===== src/sv/rvid_pkg.sv =====
package rvid_pkg;

    typedef logic [31:0] t_word;
    typedef logic [6:0]  t_opcode;
    typedef logic [2:0]  t_funct3;
    typedef logic [6:0]  t_funct7;
    typedef logic [5:0]  t_mnemonic;
    typedef logic [4:0]  t_reg_addr;

    // major opcodes
    localparam t_opcode OPC_LOAD   = 7'h03;
    localparam t_opcode OPC_OPIMM  = 7'h13;
    localparam t_opcode OPC_AUIPC  = 7'h17;
    localparam t_opcode OPC_STORE  = 7'h23;
    localparam t_opcode OPC_OP     = 7'h33;
    localparam t_opcode OPC_LUI    = 7'h37;
    localparam t_opcode OPC_BRANCH = 7'h63;
    localparam t_opcode OPC_JALR   = 7'h67;
    localparam t_opcode OPC_JAL    = 7'h6F;

    localparam t_funct7 F7_BASE = 7'h00;
    localparam t_funct7 F7_ALT  = 7'h20;

    localparam t_word UPPER_MASK = 32'hFFFF_F000;

    // funct3 codes
    localparam t_funct3 F3_0 = 3'd0;
    localparam t_funct3 F3_1 = 3'd1;
    localparam t_funct3 F3_2 = 3'd2;
    localparam t_funct3 F3_3 = 3'd3;
    localparam t_funct3 F3_4 = 3'd4;
    localparam t_funct3 F3_5 = 3'd5;
    localparam t_funct3 F3_6 = 3'd6;
    localparam t_funct3 F3_7 = 3'd7;

    // dense mnemonic codes
    localparam t_mnemonic MN_UNKNOWN = 6'd0;
    localparam t_mnemonic MN_LB    = 6'd0;
    localparam t_mnemonic MN_LH    = 6'd1;
    localparam t_mnemonic MN_LW    = 6'd2;
    localparam t_mnemonic MN_LBU   = 6'd3;
    localparam t_mnemonic MN_LHU   = 6'd4;
    localparam t_mnemonic MN_ADDI  = 6'd5;
    localparam t_mnemonic MN_SLLI  = 6'd6;
    localparam t_mnemonic MN_SLTI  = 6'd7;
    localparam t_mnemonic MN_SLTIU = 6'd8;
    localparam t_mnemonic MN_XORI  = 6'd9;
    localparam t_mnemonic MN_SRLI  = 6'd10;
    localparam t_mnemonic MN_SRAI  = 6'd11;
    localparam t_mnemonic MN_ORI   = 6'd12;
    localparam t_mnemonic MN_ANDI  = 6'd13;
    localparam t_mnemonic MN_AUIPC = 6'd14;
    localparam t_mnemonic MN_SB    = 6'd15;
    localparam t_mnemonic MN_SH    = 6'd16;
    localparam t_mnemonic MN_SW    = 6'd17;
    localparam t_mnemonic MN_ADD   = 6'd18;
    localparam t_mnemonic MN_SUB   = 6'd19;
    localparam t_mnemonic MN_SLL   = 6'd20;
    localparam t_mnemonic MN_SLT   = 6'd21;
    localparam t_mnemonic MN_SLTU  = 6'd22;
    localparam t_mnemonic MN_XOR   = 6'd23;
    localparam t_mnemonic MN_SRL   = 6'd24;
    localparam t_mnemonic MN_SRA   = 6'd25;
    localparam t_mnemonic MN_OR    = 6'd26;
    localparam t_mnemonic MN_AND   = 6'd27;
    localparam t_mnemonic MN_LUI   = 6'd28;
    localparam t_mnemonic MN_BEQ   = 6'd29;
    localparam t_mnemonic MN_BNE   = 6'd30;
    localparam t_mnemonic MN_BLT   = 6'd31;
    localparam t_mnemonic MN_BGE   = 6'd32;
    localparam t_mnemonic MN_BLTU  = 6'd33;
    localparam t_mnemonic MN_BGEU  = 6'd34;
    localparam t_mnemonic MN_JALR  = 6'd35;
    localparam t_mnemonic MN_JAL   = 6'd36;
    localparam t_mnemonic MN_LAST  = 6'd36;

    // immediate format
    typedef enum logic [2:0] {
        IMM_NONE  = 3'd0,
        IMM_I     = 3'd1,
        IMM_S     = 3'd2,
        IMM_B     = 3'd3,
        IMM_J     = 3'd4,
        IMM_U     = 3'd5,
        IMM_SHAMT = 3'd6
    } t_imm_fmt;

    typedef struct packed {
        t_mnemonic mnemonic;
        logic      unknown;
        t_imm_fmt  fmt;
    } t_dec_ctl;

endpackage


===== src/sv/rvid_if.sv =====
interface rvid_instr_if;
    import rvid_pkg::*;
    logic  valid;
    logic  ready;
    t_word instruction_word;
    modport source (output valid, output instruction_word, input ready);
    modport sink   (input valid, input instruction_word, output ready);
endinterface

interface rvid_decode_if;
    import rvid_pkg::*;
    logic               valid;
    logic               ready;
    t_mnemonic          mnemonic;
    logic               unknown;
    t_reg_addr          dest_reg;
    t_reg_addr          source_reg_one;
    t_reg_addr          source_reg_two;
    logic signed [31:0] immediate;
    modport source (output valid, output mnemonic, output unknown, output dest_reg,
                    output source_reg_one, output source_reg_two, output immediate,
                    input ready);
    modport sink   (input valid, input mnemonic, input unknown, input dest_reg,
                    input source_reg_one, input source_reg_two, input immediate,
                    output ready);
endinterface


===== src/sv/rvid_decode.sv =====
module rvid_decode (
    input  rvid_pkg::t_word    i_word,
    output rvid_pkg::t_dec_ctl o_ctl
);
    import rvid_pkg::*;

    t_opcode   opc;
    t_funct3   f3;
    t_funct7   f7;
    logic      alt;
    logic      known;
    t_mnemonic mn;
    t_imm_fmt  fmt;

    assign opc = i_word[6:0];
    assign f3  = i_word[14:12];
    assign f7  = i_word[31:25];
    assign alt = i_word[30];

    always_comb begin
        known = 1'b1;
        mn    = MN_UNKNOWN;
        fmt   = IMM_NONE;
        case (opc)
            OPC_LOAD: begin
                fmt = IMM_I;
                case (f3)
                    F3_0:    mn = MN_LB;
                    F3_1:    mn = MN_LH;
                    F3_2:    mn = MN_LW;
                    F3_4:    mn = MN_LBU;
                    F3_5:    mn = MN_LHU;
                    default: known = 1'b0;
                endcase
            end
            OPC_OPIMM: begin
                fmt = IMM_I;
                case (f3)
                    F3_0:    mn = MN_ADDI;
                    F3_1: begin
                        mn  = MN_SLLI;
                        fmt = IMM_SHAMT;
                    end
                    F3_2:    mn = MN_SLTI;
                    F3_3:    mn = MN_SLTIU;
                    F3_4:    mn = MN_XORI;
                    F3_5: begin
                        mn  = alt ? MN_SRAI : MN_SRLI;
                        fmt = IMM_SHAMT;
                    end
                    F3_6:    mn = MN_ORI;
                    default: mn = MN_ANDI;
                endcase
            end
            OPC_AUIPC: begin
                mn  = MN_AUIPC;
                fmt = IMM_U;
            end
            OPC_STORE: begin
                fmt = IMM_S;
                case (f3)
                    F3_0:    mn = MN_SB;
                    F3_1:    mn = MN_SH;
                    F3_2:    mn = MN_SW;
                    default: known = 1'b0;
                endcase
            end
            OPC_OP: begin
                case (f3)
                    F3_0: begin
                        if (f7 == F7_BASE) begin
                            mn = MN_ADD;
                        end else if (f7 == F7_ALT) begin
                            mn = MN_SUB;
                        end else begin
                            known = 1'b0;
                        end
                    end
                    F3_1:    mn = MN_SLL;
                    F3_2:    mn = MN_SLT;
                    F3_3:    mn = MN_SLTU;
                    F3_4:    mn = MN_XOR;
                    F3_5:    mn = alt ? MN_SRA : MN_SRL;
                    F3_6:    mn = MN_OR;
                    default: mn = MN_AND;
                endcase
            end
            OPC_LUI: begin
                mn  = MN_LUI;
                fmt = IMM_U;
            end
            OPC_BRANCH: begin
                fmt = IMM_B;
                case (f3)
                    F3_0:    mn = MN_BEQ;
                    F3_1:    mn = MN_BNE;
                    F3_4:    mn = MN_BLT;
                    F3_5:    mn = MN_BGE;
                    F3_6:    mn = MN_BLTU;
                    F3_7:    mn = MN_BGEU;
                    default: known = 1'b0;
                endcase
            end
            OPC_JALR: begin
                mn  = MN_JALR;
                fmt = IMM_I;
            end
            OPC_JAL: begin
                mn  = MN_JAL;
                fmt = IMM_J;
            end
            default: known = 1'b0;
        endcase

        // no match: code zero, immediate forced to zero
        if (!known) begin
            mn  = MN_UNKNOWN;
            fmt = IMM_NONE;
        end
    end

    assign o_ctl.mnemonic = mn;
    assign o_ctl.unknown  = !known;
    assign o_ctl.fmt      = fmt;

endmodule


===== src/sv/rvid_immgen.sv =====
module rvid_immgen (
    input  rvid_pkg::t_word    i_word,
    input  rvid_pkg::t_imm_fmt i_fmt,
    output logic signed [31:0] o_imm
);
    import rvid_pkg::*;

    always_comb begin
        case (i_fmt)
            IMM_I:     o_imm = {{20{i_word[31]}}, i_word[31:20]};
            IMM_S:     o_imm = {{20{i_word[31]}}, i_word[31:25], i_word[11:7]};
            IMM_B:     o_imm = {{19{i_word[31]}}, i_word[31], i_word[7],
                                i_word[30:25], i_word[11:8], 1'b0};
            IMM_J:     o_imm = {{11{i_word[31]}}, i_word[31], i_word[19:12],
                                i_word[20], i_word[30:21], 1'b0};
            IMM_U:     o_imm = i_word & UPPER_MASK;
            IMM_SHAMT: o_imm = {27'd0, i_word[24:20]};
            default:   o_imm = '0;
        endcase
    end

endmodule


===== src/sv/rv32i_instruction_decoder.sv =====
// a request accepted into stage 1 moves through stage 2 into the output register, where it shows on o_dec
// throughput: one instruction word per cycle while the output is not stalled, set by the three-stage register pipeline
// a stage takes a new word whenever it is empty or the stage after it moves on,
// so a stalled output holds every stage with no empty stage after it in place and nothing is lost or repeated
// reset (i_rst_n low, synchronous) empties all stages; payload registers are not reset
module rv32i_instruction_decoder (
    input  logic                 i_clk,
    input  logic                 i_rst_n,
    rvid_instr_if.sink           i_instr,
    rvid_decode_if.source        o_dec
);
    import rvid_pkg::*;

    // stage 1: captured instruction word
    logic  r_s1_valid, n_s1_valid;
    t_word r_s1_word;

    // stage 2: word plus opcode/funct decode
    logic     r_s2_valid, n_s2_valid;
    t_word    r_s2_word;
    t_dec_ctl r_s2_ctl;

    // stage 3: output register
    logic               r_out_valid, n_out_valid;
    t_mnemonic          r_out_mnemonic;
    logic               r_out_unknown;
    t_reg_addr          r_out_rd;
    t_reg_addr          r_out_rs1;
    t_reg_addr          r_out_rs2;
    logic signed [31:0] r_out_imm;

    // stage move enables, back to front
    logic out_free;
    logic s2_free;
    logic s1_free;

    t_dec_ctl           s1_ctl;
    logic signed [31:0] s2_imm;

    assign out_free = !r_out_valid || o_dec.ready;
    assign s2_free  = !r_s2_valid || out_free;
    assign s1_free  = !r_s1_valid || s2_free;

    assign i_instr.ready = s1_free;

    // opcode and function field decode sits between stage 1 and stage 2
    rvid_decode u_decode (
        .i_word (r_s1_word),
        .o_ctl  (s1_ctl)
    );

    // immediate assembly sits between stage 2 and the output register
    rvid_immgen u_immgen (
        .i_word (r_s2_word),
        .i_fmt  (r_s2_ctl.fmt),
        .o_imm  (s2_imm)
    );

    always_comb begin
        n_s1_valid  = s1_free  ? i_instr.valid : r_s1_valid;
        n_s2_valid  = s2_free  ? r_s1_valid    : r_s2_valid;
        n_out_valid = out_free ? r_s2_valid    : r_out_valid;
    end

    // valid bits
    always_ff @(posedge i_clk) begin
        if (!i_rst_n) begin
            r_s1_valid  <= 1'b0;
            r_s2_valid  <= 1'b0;
            r_out_valid <= 1'b0;
        end else begin
            r_s1_valid  <= n_s1_valid;
            r_s2_valid  <= n_s2_valid;
            r_out_valid <= n_out_valid;
        end
    end

    // payload, loaded only when the stage moves and its source holds an item
    always_ff @(posedge i_clk) begin
        if (s1_free && i_instr.valid) begin
            r_s1_word <= i_instr.instruction_word;
        end
        if (s2_free && r_s1_valid) begin
            r_s2_word <= r_s1_word;
            r_s2_ctl  <= s1_ctl;
        end
        if (out_free && r_s2_valid) begin
            r_out_mnemonic <= r_s2_ctl.mnemonic;
            r_out_unknown  <= r_s2_ctl.unknown;
            r_out_rd       <= r_s2_word[11:7];
            r_out_rs1      <= r_s2_word[19:15];
            r_out_rs2      <= r_s2_word[24:20];
            r_out_imm      <= s2_imm;
        end
    end

    assign o_dec.valid          = r_out_valid;
    assign o_dec.mnemonic       = r_out_mnemonic;
    assign o_dec.unknown        = r_out_unknown;
    assign o_dec.dest_reg       = r_out_rd;
    assign o_dec.source_reg_one = r_out_rs1;
    assign o_dec.source_reg_two = r_out_rs2;
    assign o_dec.immediate      = r_out_imm;

endmodule


===== src/flat_wrapper.sv =====
// flat-port wrapper written by rule: the top's interface ports become plain ports
module rv32i_instruction_decoder_flat import rvid_pkg::*;
  (i_clk, i_rst_n, i_instr_valid, i_instr_instruction_word, i_instr_ready, o_dec_valid, o_dec_mnemonic, o_dec_unknown, o_dec_dest_reg, o_dec_source_reg_one, o_dec_source_reg_two, o_dec_immediate, o_dec_ready);
  rvid_instr_if i_instr_i ();
  rvid_decode_if o_dec_i ();
  input  logic i_clk;
  input  logic i_rst_n;
  input wire logic [$bits(i_instr_i.valid)-1:0] i_instr_valid;
  input wire logic [$bits(i_instr_i.instruction_word)-1:0] i_instr_instruction_word;
  output wire logic [$bits(i_instr_i.ready)-1:0] i_instr_ready;
  output wire logic [$bits(o_dec_i.valid)-1:0] o_dec_valid;
  output wire logic [$bits(o_dec_i.mnemonic)-1:0] o_dec_mnemonic;
  output wire logic [$bits(o_dec_i.unknown)-1:0] o_dec_unknown;
  output wire logic [$bits(o_dec_i.dest_reg)-1:0] o_dec_dest_reg;
  output wire logic [$bits(o_dec_i.source_reg_one)-1:0] o_dec_source_reg_one;
  output wire logic [$bits(o_dec_i.source_reg_two)-1:0] o_dec_source_reg_two;
  output wire logic [$bits(o_dec_i.immediate)-1:0] o_dec_immediate;
  input wire logic [$bits(o_dec_i.ready)-1:0] o_dec_ready;
  assign i_instr_i.valid = i_instr_valid;
  assign i_instr_i.instruction_word = i_instr_instruction_word;
  assign i_instr_ready = i_instr_i.ready;
  assign o_dec_valid = o_dec_i.valid;
  assign o_dec_mnemonic = o_dec_i.mnemonic;
  assign o_dec_unknown = o_dec_i.unknown;
  assign o_dec_dest_reg = o_dec_i.dest_reg;
  assign o_dec_source_reg_one = o_dec_i.source_reg_one;
  assign o_dec_source_reg_two = o_dec_i.source_reg_two;
  assign o_dec_immediate = o_dec_i.immediate;
  assign o_dec_i.ready = o_dec_ready;
  rv32i_instruction_decoder u_core (.i_clk(i_clk), .i_rst_n(i_rst_n), .i_instr(i_instr_i), .o_dec(o_dec_i));
endmodule

===== config.mk =====
export PLATFORM = sky130hd
export DESIGN_NAME = rv32i_instruction_decoder_flat
export DESIGN_NICKNAME = d
export VERILOG_FILES = /design/src/sv/rvid_pkg.sv /design/src/sv/rvid_if.sv /design/src/sv/rvid_decode.sv /design/src/sv/rvid_immgen.sv /design/src/sv/rv32i_instruction_decoder.sv /design/src/flat_wrapper.sv
export SDC_FILE = /design/constraint.sdc
export NUM_CORES = 1
export LEC_CHECK = 0
export ABC_CLOCK_PERIOD_IN_PS = 6940
export CORE_MARGIN = 4
export CORE_UTILIZATION = 48
export CTS_BUF_LIST = sky130_fd_sc_hd__clkbuf_16
export DETAILED_ROUTE_END_ITERATION = 8
export DONT_BUFFER_PORTS = 1
export SLEW_MARGIN = 25
export SYNTH_ARGS = -nofsm -noshare
export SYNTH_HDL_FRONTEND = slang
export SYNTH_HIERARCHICAL = 1
export SYNTH_SLANG_ARGS = --single-unit

===== constraint.sdc =====
create_clock -name i_clk -period 6.94 [get_ports i_clk]
set_input_delay 1.041 -clock i_clk [delete_from_list [all_inputs] [get_ports i_clk]]
set_output_delay 1.041 -clock i_clk [all_outputs]
set_load 0.02 [all_outputs]

### Word-level counts from Yosys, hierarchy flattened

Index checks and enable logic that the tools add are counted.

| cells by class | value |
|---|---|
| add/sub/neg operators | 0 |
| multipliers | 0 |
| divide/modulo/power cells | 0 |
| magnitude comparators | 0 |
| equal/unequal tests | 23 |
| shift operators | 0 |
| mux-type cells | 20 |
| bitwise gates (word level) | 0 |
| reduce and logical (&&, ||, !) cells | 19 |

Operators by type and width:

| operator | number |
|---|---|
| one-hot mux 32 bit (6 select lines) | 1 |
| one-hot mux 6 bit (7 select lines) | 2 |
| one-hot mux 6 bit (9 select lines) | 1 |
| one-hot mux 6 bit (6 select lines) | 1 |
| equality test 7 x 6 -> 1 bit (second input constant) | 4 |
| equality test 3 bit (second input constant) | 7 |
| equality test 7 bit (second input constant) | 3 |
| one-hot mux 3 bit (6 select lines) | 1 |
| one-hot mux 5 bit (3 select lines) | 1 |
| equality test 7 x 5 -> 1 bit (second input constant) | 2 |
| equality test 3 x 2 -> 1 bit (second input constant) | 4 |
| one-hot mux 3 bit (4 select lines) | 1 |
| two-way mux 5 bit | 2 |
| OR reduction 5 bit | 2 |
| two-way mux 1 bit | 8 |
| equality test 7 x 2 -> 1 bit (second input constant) | 1 |
| zero test 7 bit | 1 |
| equality test 3 x 1 -> 1 bit (second input constant) | 2 |
| OR reduction 2 bit | 3 |
| OR reduction 6 bit | 1 |
| one-hot mux 1 bit (5 select lines) | 1 |
| zero test 1 bit | 4 |
| logical AND 1 bit | 3 |
| zero test 3 bit | 1 |
| other kinds (3) | 5 |

| word-level totals | value |
|---|---|
| bits in registers | 131 |
| bits in latches | 0 |
| RAM bits | 0 |
| memory bits (read-only) | 0 |
| bits of input ports | 36 |
| output and inout bits | 56 |
| word-level logic and storage cells | 76 |
| memories | 0 |

### Logic depth before layout (Yosys ltp)

| logic depth | value |
|---|---|
| depth after elaboration | 6 |
| gate-level depth with buffers | 7 |
| gate-level depth less buffers | 5 |

### Cells and area by module

The synthesis kept the hierarchy.

Modules (own cells, without submodules):

| module | instances | cells an instance | area an instance (µm²) | sequential area each (µm²) |
|---|---|---|---|---|
| rv32i_instruction_decoder | 1 | 141 | 3981.3 | 3903.7 |
| rvid_decode | 1 | 114 | 732.0 | 0.0 |
| rvid_immgen | 1 | 77 | 693.2 | 0.0 |

### Least setup slack after synthesis

Ideal clock, no wire load.

| path | value |
|---|---|
| path type | input-to-reg |
| start point | input port o_dec_ready |
| end point | register u_core.r_out_rd[0], in the netlist u_core/o_dec.dest_reg[0], enable pin |
| setup time | 472 ps |
| arrival time | 3495 ps |
| data required time | 6468 ps |
| path slack | 2973 ps |
| cell stages on the path | 2 |
| cell sequence | nor2b_1 nor2b_1 |

| on the way | value |
|---|---|
| word-level cells in the longest chain between the ends | 2 |

Ends and longest elaborated chain:

| element | RTL line | source |
|---|---|---|
| start: declaration | flat_wrapper.sv:18 | `input wire logic [$bits(o_dec_i.ready)-1:0] o_dec_ready;` |
| logical OR 1 bit | rv32i_instruction_decoder.sv:40 | `assign out_free = !r_out_valid \|\| o_dec.ready;` |
| logical AND 1 bit | rv32i_instruction_decoder.sv:87 | `if (out_free && r_s2_valid) begin` |
| end signal: assignment | rv32i_instruction_decoder.sv:90 | `r_out_rd <= r_s2_word[11:7];` |
| end: declaration | rv32i_instruction_decoder.sv:27 | `t_reg_addr r_out_rd;` |

No other way between the ends.
A chain may end at the register's enable or synchronous reset.

### Worst setup path in the final report

| path | value |
|---|---|
| start point | input port o_dec_ready |
| end point | output port i_instr_ready |

| on the way | value |
|---|---|
| word-level cells in the longest chain between the ends | 3 |

Ends and longest elaborated chain:

| element | RTL line | source |
|---|---|---|
| logical OR 1 bit | rv32i_instruction_decoder.sv:40 |  |
| logical OR 1 bit | rv32i_instruction_decoder.sv:41 | `assign s2_free = !r_s2_valid \|\| out_free;` |
| logical OR 1 bit | rv32i_instruction_decoder.sv:42 | `assign s1_free = !r_s1_valid \|\| s2_free;` |
| end: declaration | flat_wrapper.sv:10 | `output wire logic [$bits(i_instr_i.ready)-1:0] i_instr_ready;` |

No other way between the ends.

==> metrics.md <==
| Metric | Value |
|---|---|
| ANT nets after route | `0` |
| Slew @ Worst Pin | `0.770 ns` |
| Avg Cell Area, Syn | `16.0 sq um` |
| Filler Cells Inserted | `822` |
| Flop pwr share | `51.1%` |
| TritonCTS buffer count | `17` |
| RePlAce Congestion | `0.788` |
| Area of the multi-input gates | `1340 sq um` |
| Max-cap violations | `0` |
| CP max-delay cell | `nand4b_2` |
| CTS max path bufs | `2` |
| Detailed-route DRC error count | `0` |
| Buffers & Inverters on Critical Path | `0` |
| CP Data Arrival Time | `1.34 ns` |
| First-pass GRT wire length | `15100 um` |
| VDD IR max | `0.000160 V` |
| DIE AREA | `12600 sq um` |
| Port bufs | `0` |
| CTS tree | `built` |
| Worst path cell trace | `nand4b_2` |
| Post-cts repair resize count | `0` |
| Critical path endpoint category | `output pin` |
| Starting Density | `49.9%` |
| Post-Layout Cell Count | `474` |
| Largest net degree at the start of global routing | `55` |
| Core area | `10400 sq um` |
| Final Util | `56.0%` |
| Crit path largest cell delay | `0.29 ns` |
| Hold crit path type | `reg2reg` |
| Internal | `1420 uW` |
| Sw frac | `21.2%` |
| Comb pwr share | `4.7%` |
| RSZ-0062 raised after global routing | `false` |
| Final worst-path cycle share | `34.3%` |
| Normalized max-slew margin | `48.6%` |
| Final setup TNS | `0 ns` |
| Worst Path Max Fanout | `3` |
| Clk_lat worst skew | `0.40 ns` |
| Power dissipated by switching net loads | `382 uW` |
| Leakage | `0.00200 uW` |
| Vias in the first global route | `2716` |
| Routed len/inst | `19.7 um` |
| Clock tree root buffer cell | `clkbuf_16` |
| Vias per std cell | `5.71` |
| Pwr dens | `309 nW/um^2` |
| Post-CTS Setup Inserts | `0` |
| Clock network fraction of total power | `44.2%` |
| Worst reg2reg setup slack | `4.60 ns` |
| Die Y-Extent | `112 um` |
| Sum of net half-perimeters after detailed placement | `6030 um` |
| Type of element launching the critical path | `input port` |
| Post-CTS Hold Buffers | `0` |
| Fmax | `421 MHz` |
| Status | `finished clean` |
| Worst path top cell family by delay | `simple AND/OR/NAND/NOR gates` |
| Final setup viols | `0` |
| Antenna cells | `0` |
| Synth Instances | `325` |
| Initial antenna violation count | `0` |
| Max-slew violation count | `0` |
| First-iteration detailed-routing DRC count | `143` |
| Width of the chip | `112 um` |
| Data required, critical path | `5.90 ns` |
| Setup CP Type | `in2out` |
| CTS sink count | `124` |
| Final min period | `2.38 ns` |
| Area grow syn2layout | `12.2%` |
| Clock slew at reported path FFs | `0.05 ns` |
| Share of layout cells above drive strength 1 | `14.8%` |
| FP Rows | `37` |
| Synthesized net count | `361` |
| Clock skew | `0.00678 ns` |
| Total GRT Usage | `15.8%` |
| Total Wirelength | `9360 um` |
| Drt first pass iters | `5` |
| Sequential Area | `3690 sq um` |
| Placed cell count | `440` |
| # IOs | `92` |
| Mapped Area | `5200 sq um` |
| Hold Fails Final Rpt | `0` |
| Grt ovf | `0` |
| Vias after detailed routing | `2705` |
| Nets@finish | `361` |
| H-tree depth | `4` |
| Synth Warn # | `6` |
==> through the flow <==
stage | setup WS (ns) | cell area, sq um | hold slack [ns] | power [uW]
global route | 4.51 | 5830 | 0.423 | 1890
global placement | 4.42 | 5240 | 0.403 | 1020
CTS | 4.56 | 5780 | 0.416 | 1820
detailed placement | 4.39 | 5240 | 0.405 | 1020
finish | 4.56 | 5830 | 0.413 | 1800
floorplan | 2.97 | 5200 | 0.400 | 1000
==> worst register-to-register path: stages, from the launching register on <==
cell,delay (ns)
edfxtp_1,0.43
nand3b_1,0.52
or4_1,0.57
o22ai_2,0.21
a211oi_4,0.07
a2111oi_4,0.35
==> power groups by stage <==
stage	registers (uW)	clock network, uW	logic (uW)
global route	928	863	95.4
CTS	923	818	82.2
floorplan	915	0	85.1
detailed placement	937	0	81.9
global placement	936	0	80.2
finish	922	797	84.9
==> worst paths after layout <==
check                            startpoint                        endpoint  cells past startpoint
max                             o_dec_ready                   i_instr_ready                      1
min          u_core/r_s1_word[20]$_DFFE_PP_  u_core/r_s2_word[20]$_DFFE_PP_                      0
max reg2reg   u_core/r_s1_word[3]$_DFFE_PP_    u_core/r_s2_ctl[1]$_DFFE_PP_                      5
min reg2reg  u_core/r_s1_word[20]$_DFFE_PP_  u_core/r_s2_word[20]$_DFFE_PP_                      0
==> layout by cell type, fill, tap and decap left out, drive strengths merged, types with 2 or more instances in the layout <==
master / n
a2111oi: 2
nand2: 7
o2bb2ai: 8
nand2b: 9
buf: 4
a31oi: 2
edfxtp: 121
and4bb: 5
a211o: 7
nor4: 2
nand3b: 2
clkinv: 9
a21oi: 12
nand3: 3
mux2i: 12
mux2: 2
nor4bb: 2
a22o: 2
a211oi: 3
o21a: 5
clkbuf: 17
o21bai: 2
bufinv: 2
nor2b: 8
nor3: 5
o211ai: 2
nor3b: 10
dfxtp: 3
inv: 10
o22ai: 14
or4: 3
nor2: 15
o21ai: 10
and3b: 5
==> cell type report <==
cell class | instances | area share (%)
Inverter | 6 | 0.386
Sequential cell | 124 | 63.4
Clock inverter | 15 | 2.00
Tap cell | 136 | 2.92
Clock buffer | 17 | 7.30
Timing Repair Buffer | 4 | 1.07
Multi-Input combinational cell | 172 | 23.0
==> routing by layer <==
layer / up-vias / GRT usage [%] / wire length, um
li1: 1289 / - / -
met1: 1318 / 20.3 / 3980
met2: 88 / 25.1 / 4820
met3: 10 / 5.50 / 457
met4: 0 / 5.77 / 107
met5: - / 0 / 0
(Power assumes the default switching activity.)
